<file path="src/hw/rtl/assert_macros.svh">
// Assertion macros shared by the RTL of the binomial heap.
// No dependencies; included by modules that carry concurrent checks.
`ifndef ASSERT_MACROS_SVH
`define ASSERT_MACROS_SVH

// Same-cycle implication, disabled during reset.
`define ASSERT_IMPLY(label, clk, rst, ante, cons) \
  label: assert property (@(posedge clk) disable iff (rst) (ante) |-> (cons)) \
    else $error("assertion failed");

// Next-cycle implication, disabled during reset.
`define ASSERT_NEXT(label, clk, rst, ante, cons) \
  label: assert property (@(posedge clk) disable iff (rst) (ante) |=> (cons)) \
    else $error("assertion failed");

`endif

</file>
<file path="src/hw/rtl/bmh_ram.sv">
// Simple dual-port synchronous RAM, one write and one registered read port.
// No dependencies; instantiated by binomial_min_heap.
module bmh_ram #(
  parameter int WIDTH = 8,
  parameter int DEPTH = 16
) (
  input  logic                     clk,
  input  logic                     we,
  input  logic [$clog2(DEPTH)-1:0] waddr,
  input  logic [WIDTH-1:0]         wdata,
  input  logic [$clog2(DEPTH)-1:0] raddr,
  output logic [WIDTH-1:0]         rdata
);

  logic [WIDTH-1:0] mem [DEPTH];

  // Write port
  always_ff @(posedge clk) begin
    if (we) begin
      mem[waddr] <= wdata;
    end
  end

  // Read port, registered
  always_ff @(posedge clk) begin
    rdata <= mem[raddr];
  end

endmodule

</file>
<file path="config.mk">
export PLATFORM = sky130hd
export DESIGN_NAME = bmh_ram
export DESIGN_NICKNAME = d
export VERILOG_FILES = /design/src/hw/rtl/assert_macros.svh /design/src/hw/rtl/bmh_ram.sv
export SDC_FILE = /design/constraint.sdc
export NUM_CORES = 1
export LEC_CHECK = 0
export ABC_AREA = 1
export BUFFER_PORTS_ARGS = -buffer_cell sky130_fd_sc_hd__buf_2
export CAP_MARGIN = 20
export CORE_AREA = 10 10 119 121
export CTS_CLUSTER_DIAMETER = 150
export DETAILED_ROUTE_END_ITERATION = 7
export DIE_AREA = 0 0 129 131
export PLACE_DENSITY = 0.72
export SETUP_SLACK_MARGIN = 0.5
export SLEW_MARGIN = 20
export SYNTH_ARGS = -nofsm -noshare
export SYNTH_HDL_FRONTEND = slang
export SYNTH_SLANG_ARGS = --single-unit
</file>
<file path="constraint.sdc">
create_clock -name clk -period 1.7 [get_ports clk]
set_input_delay 0.51 -clock clk [delete_from_list [all_inputs] [get_ports clk]]
set_output_delay 0.51 -clock clk [all_outputs]
set_load 0.02 [all_outputs]
</file>
# Word-level counts from Yosys, hierarchy flattened
# Memory sizes are Yosys's and may differ from the RTL's. A register that Yosys moved wholly into a read port is not among the register bits.
# Cells that the tools add are included.
# W data, S select, Z words.
totals:
  regBits: 0
  latch_bits: 0
  ram_bits: 128
  rom_bits: 0
  inputBits: 18
  out_inout_bits: 8
  elab_cells: 3
  mem_count: 1
classes:
  n_addsub: 0
  n_mul: 0
  div: 0
  order_cmp: 0
  n_eq_ne: 0
  shifts: 0
  muxes: 2
  bitwise: 0
  n_reduce_logical: 0
mem_list:
  columns: ["name", "words", "width", "read_ports", "rd_ports_with_merged_regs", "write_ports", "line_no", "rtl"]
  rows:
  - ["mem", 16, 8, 1, 1, 1, "bmh_ram.sv:15", "logic [WIDTH-1:0] mem [DEPTH];"]
op_table:
  columns: ["op", "n"]
  rows:
  - ["$mux W1", 2]

# Longest topological paths before layout
# Gate-level depths: netlist of the first run.
depth:
  word_depth: 2
  depth_mapped: 8
  depth_no_buf: 7

# Worst setup path before layout of the first run
# No wires, ideal clock.
synth_timing:
  kind: "in2reg"
  from: "input port waddr[2]"
  to: "memory mem[10][0] (enable)"
  setup_time_ns: 0.370
  t_arrival_ns: 1.091
  required_ns: 1.330
  slack_ns: 0.239
  stages: 2
  path_buffers: 0
  path_cell_list: "nand3b_1 > nor2_1"
synth_rtl:
  columns: ["item", "line_no", "rtl"]
  rows:
  - ["start: declaration", "bmh_ram.sv:9", "input logic [$clog2(DEPTH)-1:0] waddr,"]
  - ["end: declaration", "bmh_ram.sv:15", null]
# No word-level cell before the write port.

# Worst setup path in the final report of the first run
layout_timing:
  from: "register rdata[2], read port of mem"
  to: "output port rdata[2]"
layout_rtl:
  columns: ["item", "line_no", "rtl"]
  rows:
  - ["start: declaration", "bmh_ram.sv:12", "output logic [WIDTH-1:0] rdata"]
# No word-level cell between the ends.

==> reports/metrics.yaml, run 1 <==
dp_hpwl_um: 8184
fin_cells: 751
synthFlopType: "edfxtp_1"
finalHoldViolations: 0
postSynthCellCount: 551
crit_type: "flip-flop to output pin"
via_count: 3895
switching_power_mw: 1.684
p_leak_nw: 2.965
area_delta_synth_final_pct: 20.53
drcViolationCount: 0
period_needed_ns: 1.400
grt_max_degree: 34
fp.coreArea_um2: 11810
grt_pass1_wl_um: 20760
clock_latency_ns: 0.41
drt.antenna.violating_nets: 0
clock_skew_ns: 0.009435
clock-root-buffer: "clkbuf_16"
cp-end-kind: "output pin"
grt-ovfl-total: 0
ir_worst_vdd_mv: 0.7254
cts_num_sinks: 136
cts_tree: "yes"
cap_violations: 0
postSynthAreaPerCell_um2: 10.47
critical_path_buf_inv_count: 1
worst_pin_slew_ns: 0.3556
timing.final.ws_setup_ns: 0.3000
netSwitchingFraction_pct: 20.59
status: "finished clean"
cts.path.max_buffers: 2
slowest_stage: "dfxtp_4"
gp_congestion: 0.8419
post-route-period-util_pct: 82.35
fin_nets: 608
ys_warn_count: 0
port_buffers: 25
first_global_vias: 3877
drv_slew: 0
p_clk_share_pct: 47.1
post_drt_wl_per_cell_um: 17.24
post-place-ws_ns: 0.06359
initial_core_util_pct: 48.82
dp.cells: 716
via_per_inst: 5.186
power_frac_seq_pct: 46.2
grt_setup_unrepaired: "yes"
ys_types: 12
cp_max_fo: 1
arrival_ns: 0.89
cts_buffers: 17
p_total_mw: 8.180
cp.required_ns: 1.19
synth_top_area_share_pct: 66.65
setup_tns_ns: 0
routed_wirelength_um: 12950
grt_use_total_pct: 16.25
yosys-top-cells-count: "nand2_1 (173), edfxtp_1 (128), inv_1 (100), nand3_1 (97), nor2_1 (17)"
hold_class: "input port to flip-flop"
dieHeight_um: 131
max-slew-margin-rel_pct: 76.24
layout-drive-gt1-share_pct: 17.91
clk_pin_slew_ns: 0.05
h-tree-depth: 4
syn-cell-area_um2: 5767
crit_path_cell_trace: "buf_6"
p_comb_share_pct: 6.7
async_reset_ff_share_pct: 0
synth_edf_count: 128
max_stage_delay_ns: 0.35
yosysSeqAreaShare_pct: 69.43
syn-num-nets: 569
first_iter_violations: 398
setup_violations: 0
synth_seq_cells: 136
firstDrtPassIters: 5
startpoint_type: "flip-flop"
synth_top_area_cell: "edfxtp_1"
synthTopCellsByArea: "edfxtp_1 (67%), nand2_1 (11%), nand3_1 (8.4%)"
antenna_found_initial: 1
fmax_mhz: 714.3
die_x_um: 129
power_density_nw_per_um2: 1177
rows: 40
die_area_um2: 16900
synth_most_common_cell: "nand2_1"
cellInternalPower_mw: 6.495
critPathTopFamily: "flip-flops"
io_pins: 26
## tightest hold or removal path: cells and delay by family
family,cells,cell delay [ns]
buffers and inverters,1,0.18
AND/OR/NAND/NOR,2,0.15
## cell usage in the layout (no fill, tap or decap)
| cell | n |
|---|---|
| inv_2 | 3 |
| dfxtp_4 | 1 |
| clkinv_1 | 1 |
| buf_12 | 4 |
| inv_1 | 97 |
| nand2_1 | 168 |
| buf_4 | 13 |
| dfxtp_2 | 7 |
| buf_6 | 11 |
| nor2_4 | 10 |
| nand3b_1 | 2 |
| clkbuf_8 | 3 |
| clkbuf_1 | 3 |
| diode_2 | 1 |
| nor2_2 | 7 |
| clkbuf_16 | 17 |
| edfxtp_1 | 128 |
| nand2_2 | 1 |
| nand2_4 | 4 |
| nand3_4 | 1 |
| clkinvlp_4 | 3 |
| nand3_1 | 96 |
| buf_2 | 16 |
| bufinv_16 | 4 |
| clkinv_2 | 3 |
## kinds of logic (layout without fill, tap and decap cells)
logic type    Yosys count  after routing  synth area share [%]
simple gates          289            289                 21.05
other cells             0              1                     0
buf+inv               126            178                 9.525
flops                 136            136                 69.43
## routing by layer
metal	part of all wire, %	track usage (%)
met1	40	19.87
met2	51	27.21
met3	6.2	3.948
met4	2.2	6.555
met5	0	0
## final timing paths
check / start / to / slack, ns / depth (start not counted)
hold / removal: raddr[3] / rdata[5] / 0.48 / 3
setup / recovery: rdata[2] / rdata[2] / 0.30 / 1
hold reg to reg: mem[12][1] / rdata[1] / 0.67 / 6
setup reg to reg: mem[0][6] / rdata[6] / 0.70 / 6
## power groups by stage
stage	Combinational [mW]	Sequential (mW)	Clock (mW)
after CTS	0.540	3.78	3.88
after global routing	0.598	3.79	4.04
after detailed placement	0.509	3.84	0
after floorplan	0.289	3.86	0
after global placement	0.498	3.84	0
final	0.546	3.78	3.85
## stage by stage
stage | util, % | area [um^2] | hold WS (ns)
2_1_floorplan | - | 5909 | 0.6074
3_3_place_gp | 52.70 | 6225 | 0.6363
3_5_place_dp | 52.70 | 6225 | 0.6518
4_1_cts | 58.55 | 6915 | 0.4628
5_1_grt | 58.85 | 6950 | 0.4963
6_report | 58.85 | 6950 | 0.4757
## area by class of cell
| cell class | instances | area [um^2] |
|---|---|---|
| fillers | 917 | 4861 |
| flip-flops and latches | 136 | 4016 |
| multi-input cells | 289 | 1351 |
| clock buffers | 23 | 478.0 |
| inverters | 102 | 390.4 |
| repair buffers | 44 | 381.6 |
| well taps | 147 | 183.9 |
| clock inverters | 9 | 146.4 |
| diodes | 1 | 2.502 |
## flip-flops by register name, summed over array words and instances, names as in the netlist
signal	flops
mem	128
rdata	8
## repair_timing
action                     in CTS  in global routing
hold buffers                    0                  0
resized for setup              26                  5
buffers inserted                0                  2
setup endpoints to repair      12                 62
pin swaps                       1                  1
No activity file was read; power rests on OpenSTA's default activity.
==> run 2, diff against run 1 <==
- ABC_AREA: 1 -> 0
- CORE_AREA: 10 10 119 121 -> 10 10 113 115
- DIE_AREA: 0 0 129 131 -> 0 0 123 125
- clock period: 1.7 -> 1.3 ns (I/O delays scaled with it)
==> run 2 against run 1 <==
Against the previous run: the run now ends with negative setup slack left; critical endpoint is now rdata[0]; largest power group unchanged; via count decreased by 35%; power is 35% higher; largest cell class unchanged; critical path type unchanged; global-route usage shrank 1.6 points.
==> reports/metrics.yaml, run 2 <==
startpoint_type: "flip-flop"
regMostFlops: "mem"
fmax_mhz: 732.2
first_iter_violations: 236
dp_hpwl_um: 6290
cts_num_sinks: 136
dpl_cell_area_um2: 5943
grt_setup_unrepaired: "yes"
clock_latency_ns: 0.51
finalHoldViolations: 0
die_x_um: 123
dieHeight_um: 125
critical_path_buf_inv_count: 1
yosys-top-cells-count: "edfxtp_1 (128), mux4_2 (18), a22oi_1 (16), mux4_1 (14), nor2_1 (13)"
crit_type: "flip-flop to output pin"
firstDrtPassIters: 4
grt_use_total_pct: 14.64
rows: 38
initial_core_util_pct: 48.55
cap_violations: 0
io_pins: 26
syn-cell-area_um2: 5147
synth_top_area_share_pct: 74.67
reg2reg_from: "mem[2][7]"
ys_warn_count: 0
post-place-ws_ns: -0.4943
async_reset_ff_share_pct: 0
cts.path.max_buffers: 2
layout-drive-gt1-share_pct: 52.10
hold_depth: 1
ir_worst_vdd_mv: 0.8762
diodes: 0
layout_common_cells: "edfxtp_1 (128), mux4_2 (32), buf_12 (22)"
top_regs: "mem: 128 flops, rdata: 8 flops"
synth_seq_cells: 136
setup_violations: 8
crit_path_cell_trace: "buf_6"
largest_reg_flops: 128
postSynthAreaPerCell_um2: 22.48
synth_top_area_cell: "edfxtp_1"
synthTopCellsByArea: "edfxtp_1 (75%), mux4_2 (7.9%), mux4_1 (7.1%)"
max-slew-margin-rel_pct: 29.91
drcViolationCount: 0
timing.final.ws_setup_ns: -0.06569
postLayoutCellArea_um2: 6839
critPathTopFamily: "flip-flops"
hp-start: "wdata[5]"
drt.antenna.violating_nets: 0
grt-ovfl-total: 0
ff2ff_path_depth: 3
fin_nets: 314
routed_wirelength_um: 10440
via_per_inst: 5.604
gp_congestion: 0.7214
status: "finished with violations"
grt_pass1_wl_um: 16580
post-route-period-util_pct: 105.1
post_drt_wl_per_cell_um: 23.24
h-tree-depth: 4
fp.coreArea_um2: 10600
antenna_found_initial: 0
die_area_um2: 15380
synth_most_common_cell: "edfxtp_1"
clock-root-buffer: "clkbuf_8"
power_density_nw_per_um2: 1613
cts_hold_buf: 0
max_stage_delay_ns: 0.35
cp_max_fo: 1
grt_max_degree: 20
clock_skew_ns: 0.004943
syn-num-nets: 247
cp-end-kind: "output pin"
cts_tree: "yes"
area_delta_synth_final_pct: 32.86
slowest_stage: "dfxtp_2"
via_count: 2516
period_needed_ns: 1.366
hold_class: "input port to flip-flop"
reg2reg_slack_ns: 0
drv_slew: 0
clk_pin_slew_ns: 0.06
postSynthCellCount: 229
synthFlopType: "edfxtp_1"
cp.required_ns: 0.91
arrival_ns: 0.98
cp-startpoint: "rdata[0]"
synth_edf_count: 128
ys_types: 19
r2r-end: "rdata[7]"
p_leak_nw: 2.272
hold_end: "mem[14][5]"
setup_tns_ns: -0.3086
p_total_mw: 11.03
yosysSeqAreaShare_pct: 77.78
failed_checks: "negative setup slack"
cts_buffers: 17
post-route-util_pct: 64.50
mostFrequentLayoutCell: "edfxtp_1"
port_buffers: 25
first_global_vias: 2906
worst_pin_slew_ns: 1.049
==> run 2: area by class of cell <==
type,instances,area [um^2]
Clock buffer,18,417.9
Clock inverter,14,252.7
Fill cell,696,3764
Multi-Input combinational cell,83,1242
Sequential cell,136,4014
Tap cell,140,175.2
Timing Repair Buffer,58,737.0
==> run 2: layer usage <==
layer	vias to the layer above	global-route usage (%)	share of wire (%)
met2	76	23.98	54
met4	0	7.745	2.2
met5	-	0	0
met1	1327	17.02	38
li1	1095	-	-
met3	18	4.185	5.1
==> run 2: report_power, final <==
group          switching, mW  internal (mW)
clock                   1.72           3.68
sequential            0.0375           4.91
combinational          0.356          0.332
total                   2.11           8.92
==> run 2: through the flow <==
step / hold WS, ns / std cells
after detailed placement: 0.6646 / 414
after global placement: 0.6586 / 414
after floorplan: 0.4889 / 229
after global routing: 0.2535 / 449
final: 0.2615 / 449
after CTS: 0.2348 / 449
==> run 2: worst max path at each step <==
stage / endpoint / slack (ns) / cells past startpoint
2_1_floorplan: mem[0][0] / -0.19 / 2
3_3_place_gp: rdata[6] / -0.47 / 5
3_5_place_dp: rdata[6] / -0.49 / 5
4_1_cts: rdata[0] / -0.10 / 1
5_1_grt: rdata[0] / -0.10 / 1
6_report: rdata[0] / -0.07 / 1
==> run 2: kinds of logic (layout without fill, tap and decap cells) <==
logic type,Yosys count,count (layout),share of synthesized area [%]
AOI/OAI and AO/OA,16,16,2.334
buffers and inverters,10,90,1.677
DFF,136,136,77.78
muxes,32,32,15.02
and+or+nand+nor,35,35,3.184
==> run 2: what timing repair did <==
item | 4_1_cts | 5_1_grt
cloned | 0 | 0
gates resized for setup | 49 | 4
pin swaps | 11 | 7
setup buffers | 3 | 0
hold endpoints to repair | 0 | 0
setup endpoints to repair | 136 | 144
